**src/p2c_pkg.sv**
```systemverilog
// ----------------------------------------------------------------------------
// p2c_pkg: shared types and constants for the planar-to-chunky pixel reader
// Item payloads, controller/datapath command and status, store geometry
// and the fixed eight-entry palette.
// ----------------------------------------------------------------------------
package p2c_pkg;

    localparam int MAX_WIDTH     = 128;
    localparam int MAX_HEIGHT    = 128;
    localparam int MAX_PLANES    = 8;
    localparam int MAX_ROW_BYTES = ((MAX_WIDTH + 15) / 16) * 2;
    localparam int STORE_SIZE    = MAX_PLANES * MAX_ROW_BYTES * MAX_HEIGHT;
    localparam int ADDR_W        = $clog2(STORE_SIZE);

    // Register indexes of the configuration port.
    localparam logic [1:0] REG_IMAGE_WIDTH  = 2'd0;
    localparam logic [1:0] REG_IMAGE_HEIGHT = 2'd1;
    localparam logic [1:0] REG_PLANE_COUNT  = 2'd2;

    // Item kinds.
    localparam logic ACT_LOAD = 1'b0;
    localparam logic ACT_READ = 1'b1;

    typedef struct packed {
        logic       action;
        logic [7:0] plane_byte;
        logic [6:0] pixel_x;
        logic [6:0] pixel_y;
    } in_item_t;

    typedef struct packed {
        logic [23:0] pixel_rgb;
        logic [2:0]  colour_index;
        logic        out_of_range;
    } out_item_t;

    typedef struct packed {
        logic accept_load;
        logic accept_read;
        logic issue_read;
        logic gather;
        logic finish;
    } p2c_cmd_t;

    typedef struct packed {
        logic settling;
        logic oor;
        logic last_plane;
        logic out_busy;
    } p2c_status_t;

    function automatic logic [23:0] palette_lookup(input logic [2:0] idx);
        logic [23:0] rgb;
        case (idx)
            3'd0:    rgb = 24'hAAAAAA;
            3'd1:    rgb = 24'h000000;
            3'd2:    rgb = 24'hFFFFFF;
            3'd3:    rgb = 24'h6688BB;
            3'd4:    rgb = 24'h999999;
            3'd5:    rgb = 24'hBBBBBB;
            3'd6:    rgb = 24'hBBAA99;
            3'd7:    rgb = 24'hFFBBAA;
            default: rgb = 24'h000000;
        endcase
        return rgb;
    endfunction

endpackage

```
**src/p2c_ctrl.sv**
```systemverilog
// ----------------------------------------------------------------------------
// p2c_ctrl: sequencer for the planar-to-chunky pixel reader
// Accepts requests, steps the datapath through one store read per gathered plane
// and hands the finished pixel to the output register.
// ----------------------------------------------------------------------------
module p2c_ctrl (
    input  logic                 aclk,
    input  logic                 aresetn,
    input  logic                 s_valid,
    output logic                 s_ready,
    input  logic                 s_action,
    input  p2c_pkg::p2c_status_t status,
    output p2c_pkg::p2c_cmd_t    cmd
);
    import p2c_pkg::*;

    typedef enum logic [3:0] {
        ST_IDLE   = 4'b0001,
        ST_READ   = 4'b0010,
        ST_GATHER = 4'b0100,
        ST_DONE   = 4'b1000
    } state_t;

    state_t state_reg, state_next;
    logic   accept;

    assign s_ready = (state_reg == ST_IDLE) && !status.settling;
    assign accept  = s_valid && s_ready;

    always_comb begin
        state_next      = state_reg;
        cmd             = '0;
        cmd.accept_load = accept && (s_action == ACT_LOAD);
        cmd.accept_read = accept && (s_action == ACT_READ);
        case (state_reg)
            ST_IDLE: begin
                if (cmd.accept_read) begin
                    state_next = ST_READ;
                end
            end
            ST_READ: begin
                // An out-of-range pixel skips the store entirely.
                if (status.oor) begin
                    state_next = ST_DONE;
                end else begin
                    cmd.issue_read = 1'b1;
                    state_next     = ST_GATHER;
                end
            end
            ST_GATHER: begin
                cmd.gather = 1'b1;
                state_next = status.last_plane ? ST_DONE : ST_READ;
            end
            ST_DONE: begin
                if (!status.out_busy) begin
                    cmd.finish = 1'b1;
                    state_next = ST_IDLE;
                end
            end
            default: begin
                state_next = ST_IDLE;
            end
        endcase
    end

    always_ff @(posedge aclk) begin
        if (!aresetn) begin
            state_reg <= ST_IDLE;
        end else begin
            state_reg <= state_next;
        end
    end

    assert property (@(posedge aclk) disable iff (!aresetn)
        cmd.issue_read |=> cmd.gather)
        else $error("p2c_ctrl: store read not followed by a gather");

    assert property (@(posedge aclk) disable iff (!aresetn)
        cmd.finish |=> s_ready || status.settling)
        else $error("p2c_ctrl: controller did not return to idle after finish");

    assert property (@(posedge aclk) disable iff (!aresetn)
        (cmd.accept_read || cmd.accept_load) |-> !status.settling)
        else $error("p2c_ctrl: request accepted while geometry settles");

endmodule

```
**config.mk**
```make
export PLATFORM = sky130hd
export DESIGN_NAME = p2c_ctrl
export DESIGN_NICKNAME = d
export VERILOG_FILES = /design/src/p2c_pkg.sv /design/src/p2c_ctrl.sv
export SDC_FILE = /design/constraint.sdc
export NUM_CORES = 1
export LEC_CHECK = 0
export ABC_AREA = 1
export BUFFER_PORTS_ARGS = -buffer_cell sky130_fd_sc_hd__buf_2
export CORE_AREA = 5 5 42 44
export CTS_CLUSTER_DIAMETER = 50
export DETAILED_ROUTE_END_ITERATION = 8
export DIE_AREA = 0 0 47 49
export GPL_TIMING_DRIVEN = 0
export SLEW_MARGIN = 20
export SYNTH_ARGS = -nofsm -noshare
export SYNTH_HDL_FRONTEND = slang
export SYNTH_SLANG_ARGS = --single-unit
export TNS_END_PERCENT = 1
```
**constraint.sdc**
```tcl
create_clock -name aclk -period 1.5 [get_ports aclk]
set_clock_uncertainty 0.2 [all_clocks]
set_input_delay 0.075 -clock aclk [delete_from_list [all_inputs] [get_ports aclk]]
set_output_delay 0.075 -clock aclk [all_outputs]
set_load 0.005 [all_outputs]
```
* Yosys cells after proc, flatten, opt, wreduce, memory -nomap -nowiden
Cells that the tools add are included.
Storage, ports and cells: output and inout port bits 6, register bits after elaboration 4, logic and storage cells 24
Operators by class: equality and inequality tests 6, muxes and demuxes 10, bitwise logic cells 1, reductions and logical operators 6
Operators with widths (count):
- two-way mux 4 bit | 4
- one-hot mux 4 bit (4 select lines) | 1
- two-way mux 1 bit | 5
- == test 4 x 1 -> 1 bit, second input constant | 1
- == test 4 x 2 -> 1 bit, second input constant | 1
- == test 4 x 3 -> 1 bit, second input constant | 1
- == test 4 bit, second input constant | 1
- logical AND 1 bit | 4
- inequality test 2 bit, second input constant | 2
- AND reduction 2 bit | 1
- zero test 1 bit | 1
- inverter 1 bit | 1

* Logic depth before layout (Yosys ltp)
word-level depth 6, mapped depth 7, mapped depth without buffers 7

* Worst setup path after synthesis
No wires, ideal clock.
path type flip-flop to output port, from register state_reg[0], to output cmd[3] (netlist bit), cell stages (with the launch flop) 7, data arrival time 0.835 ns, slack 0.390 ns, path through dfxtp_1 > inv_1 > nor2_2 > nand2_4 > nor2_4 > nand2_2 > nor2_1
RTL lines:
- from (decl) | RTL line p2c_ctrl.sv:24 | state_t state_reg, state_next;
- from (signal assigned) | RTL line p2c_ctrl.sv:70 | state_reg <= state_next;
- to (decl) | RTL line p2c_ctrl.sv:13 | output p2c_pkg::p2c_cmd_t cmd

==> summary.md <==
| Metric | Value |
|---|---|
| Worst hold path class | in -> reg |
| CP required | 1.22 ns |
| Die ar. | 2300 um2 |
| Kind of cell adding the most delay to the critical path | simple AND/OR/NAND/NOR gates |
| Status | completed |
| Width of the die | 47 um |
| Final min period | 1.42 ns |
| Max Slew Vio Count | 0 |
| Worst flop-to-flop path startpoint | state_reg[1]$_SDFFE_PN0P_ |
| GP Congestion | 0.706 |
| Core Footprint | 1400 um2 |
| Die Y | 49 um |
| Cell variety after synth | 15 |
| # nets final | 73 |
| Area Growth Syn to Fin | 62.6% |
| Slew @ Worst Pin | 0.285 ns |
| Top_reg_cell synth | dfxtp_1 |
| Fin util | 31.8% |
| Setup violators final | 0 |
| # fillers | 165 |
| Type of the worst setup path | reg -> out |
| Max Cap Viol | 0 |
| WP buf/inv | 1 |
| Worst-path fanout max | 4 |
| Clock tree buffer depth | 2 |
| Final WS setup | 0.0759 ns |
| Max reg flops | 4 |
| Critical-path cell with the highest stage delay | dfxtp_1 |
| Critical Path AT | 1.15 ns |
| Synthesized area per cell | 6.52 um2 |
| Reg2Reg Setup Slack | 0.28 ns |
| CP endpoint kind | primary output |
| Setup_tns | 0 ns |
| Largest net degree at the start of global routing | 5 |
| Count leader, synth | nor2_1 |
| Finished Cell Area | 445 um2 |
| Reg clk slew, reported paths | 0.04 ns |
| Postcts setup bufs | 0 |
| Placement Setup Slack | 0.272 ns |
| Largest stage delay on the critical path | 0.35 ns |
| Drc violations | 0 |
| R2r endpoint | state_reg[1]$_SDFFE_PN0P_ |
| Worst setup path startpoint | state_reg[1]$_SDFFE_PN0P_ |
| Global-route wire length before repair | 1100 um |
| Area leader, netlist | dfxtp_1 |
| Drt wl/cell | 8.77 um |
| CTS H-tree lvls | 1 |
| Post-DP Area | 359 um2 |
| P per Cell Area | 1050 nW/um2 |
| All-layer global routing usage | 6.97% |
| Hpwl dp | 567 um |
| Antenna Cells | 0 |
| Total Routed Length | 693 um |
| Async S/R FF share, synth | 0% |
| R2R depth | 5 |
| TritonCTS Sinks | 4 |
| Post-Syn Area | 274 um2 |
| CTS tree | yes |
| Peak supply drop | 0.365 mV |
| DR pass1 iterations | 2 |
| Routed Antenna Nets | 0 |
| Leak | 0.000238 uW |
| Most common library cells after synthesis | nor2_1 (7), inv_1 (6), nand2_1 (6) |
| Crit start category | register |
| Syn nets | 50 |
| Most numerous cell on the critical path | nor2_4 |
| Initial antenna violation count | 0 |
| Share of the synthesized area in the top cell type | 29.2% |
| RSZ-0062 raised after global routing | yes |
| Vias in the first global route | 287 |
| Initial core utilization | 19.6% |
| Syn Inst Count | 42 |
| Critical Path Stages | 6 |
| Share of cells above drive strength 1 | 49.2% |
| Number of buffers created by CTS | 3 |
| EDFF count, synth | 0 |
| Hold Startpoint | s_action |
| Max frequency | 0.702 GHz |
| Slew HR | 80.9% |
| Final worst path period share | 94.9% |
| DR vias | 328 |
| Cell row count | 14 |
| Root buffer cell | clkbuf_4 |
| Vias per cell | 4.15 |
| Skew-Pair Late Insertion Delay | 0.24 ns |
| Number of port buffers | 13 |
| Post-synthesis sequential area ratio | 29.2% |
| Initial drt markers | 6 |
| CP endpoint | cmd[3] |
| Syn. warnings | 0 |
| Worst-path cell chain | nor2_4 -> nand2_4 -> nor2_4 -> nand2_2 -> nor2_1 -> buf_2 |
| Total global routing overflow | 0 |
| Fin. Hold Viols | 0 |
| Top post-synthesis cells by area | dfxtp_1 (29%), nor2_1 (9.6%), nor2_2 (9.1%) |
| Top Ports | 14 |
| Yosys reg bits | 4 |
## power by group
part	internal [uW]	switching [uW]	leakage [uW]	total (uW)
combinational	82.1	103	0.000191	185
clock	89.6	46.1	0.0000138	136
sequential	126	20.7	0.0000332	147
total	298	169	0.000238	467
## how the worst min path moves through the flow
stage                     depth (start not counted)                         to
after floorplan                                   1  state_reg[2]$_SDFFE_PN0P_
after global placement                            2  state_reg[2]$_SDFFE_PN0P_
after detailed placement                          2  state_reg[2]$_SDFFE_PN0P_
after CTS                                         4  state_reg[0]$_SDFFE_PN1P_
after global routing                              4  state_reg[0]$_SDFFE_PN1P_
final                                             4  state_reg[0]$_SDFFE_PN1P_
## layout by cell type (no fill, tap or decap), drive strengths merged
master       count
o211ai           1
nor3b            1
o21ai            1
clkbuf           3
nand3            5
dfxtp            4
inv              9
nand2            8
o31ai            1
nor2            12
dlygate4sd3      5
buf             13
## logic make-up (layout without fill, tap and decap cells)
logic type             Yosys count  in the layout  synth area share [%]
AOI/OAI and AO/OA                3              3                  7.31
buffers and inverters            9             30                  12.3
and+or+nand+nor                 26             26                  51.1
DFF                              4              4                  29.2
## layer usage
metal	track usage, %	share of wire, %	vias to the layer above
li1	-	-	172
met1	6.14	34	149
met5	0	0	-
met2	11.3	58	4
met4	5.53	3.0	0
met3	3.32	4.5	3
## repair_timing
item,CTS,global route
endpoints found under the setup margin,0,2
resized for setup,0,6
hold buffers,5,0
hold endpoints to repair,4,0
## worst reg2reg max path: stages, from the launching register on
cell,delay [ns]
dfxtp_1,0.41
nor2_2,0.09
nand3_1,0.16
nand2_1,0.07
o21ai_1,0.13
nor2_1,0.05
## stage by stage
stage                     total power (uW)  instances  hold WS, ns
after floorplan                        263         42      -0.0489
after global placement                 304         71       0.0889
after detailed placement               310         71       0.0900
after CTS                              460         79      0.00578
after global routing                   502         79       0.0534
final                                  467         79      0.00891
## area by class of cell
cell class | count | area [um2] | share of cell area, %
clock buffer | 3 | 22.5 | 5.06
timing repair buffer | 18 | 115 | 25.8
multi-input combinational | 29 | 170 | 38.2
inverter | 9 | 33.8 | 7.58
tap | 16 | 20.0 | 4.49
sequential | 4 | 83.8 | 18.8
No activity file was read; power rests on OpenSTA's default activity.
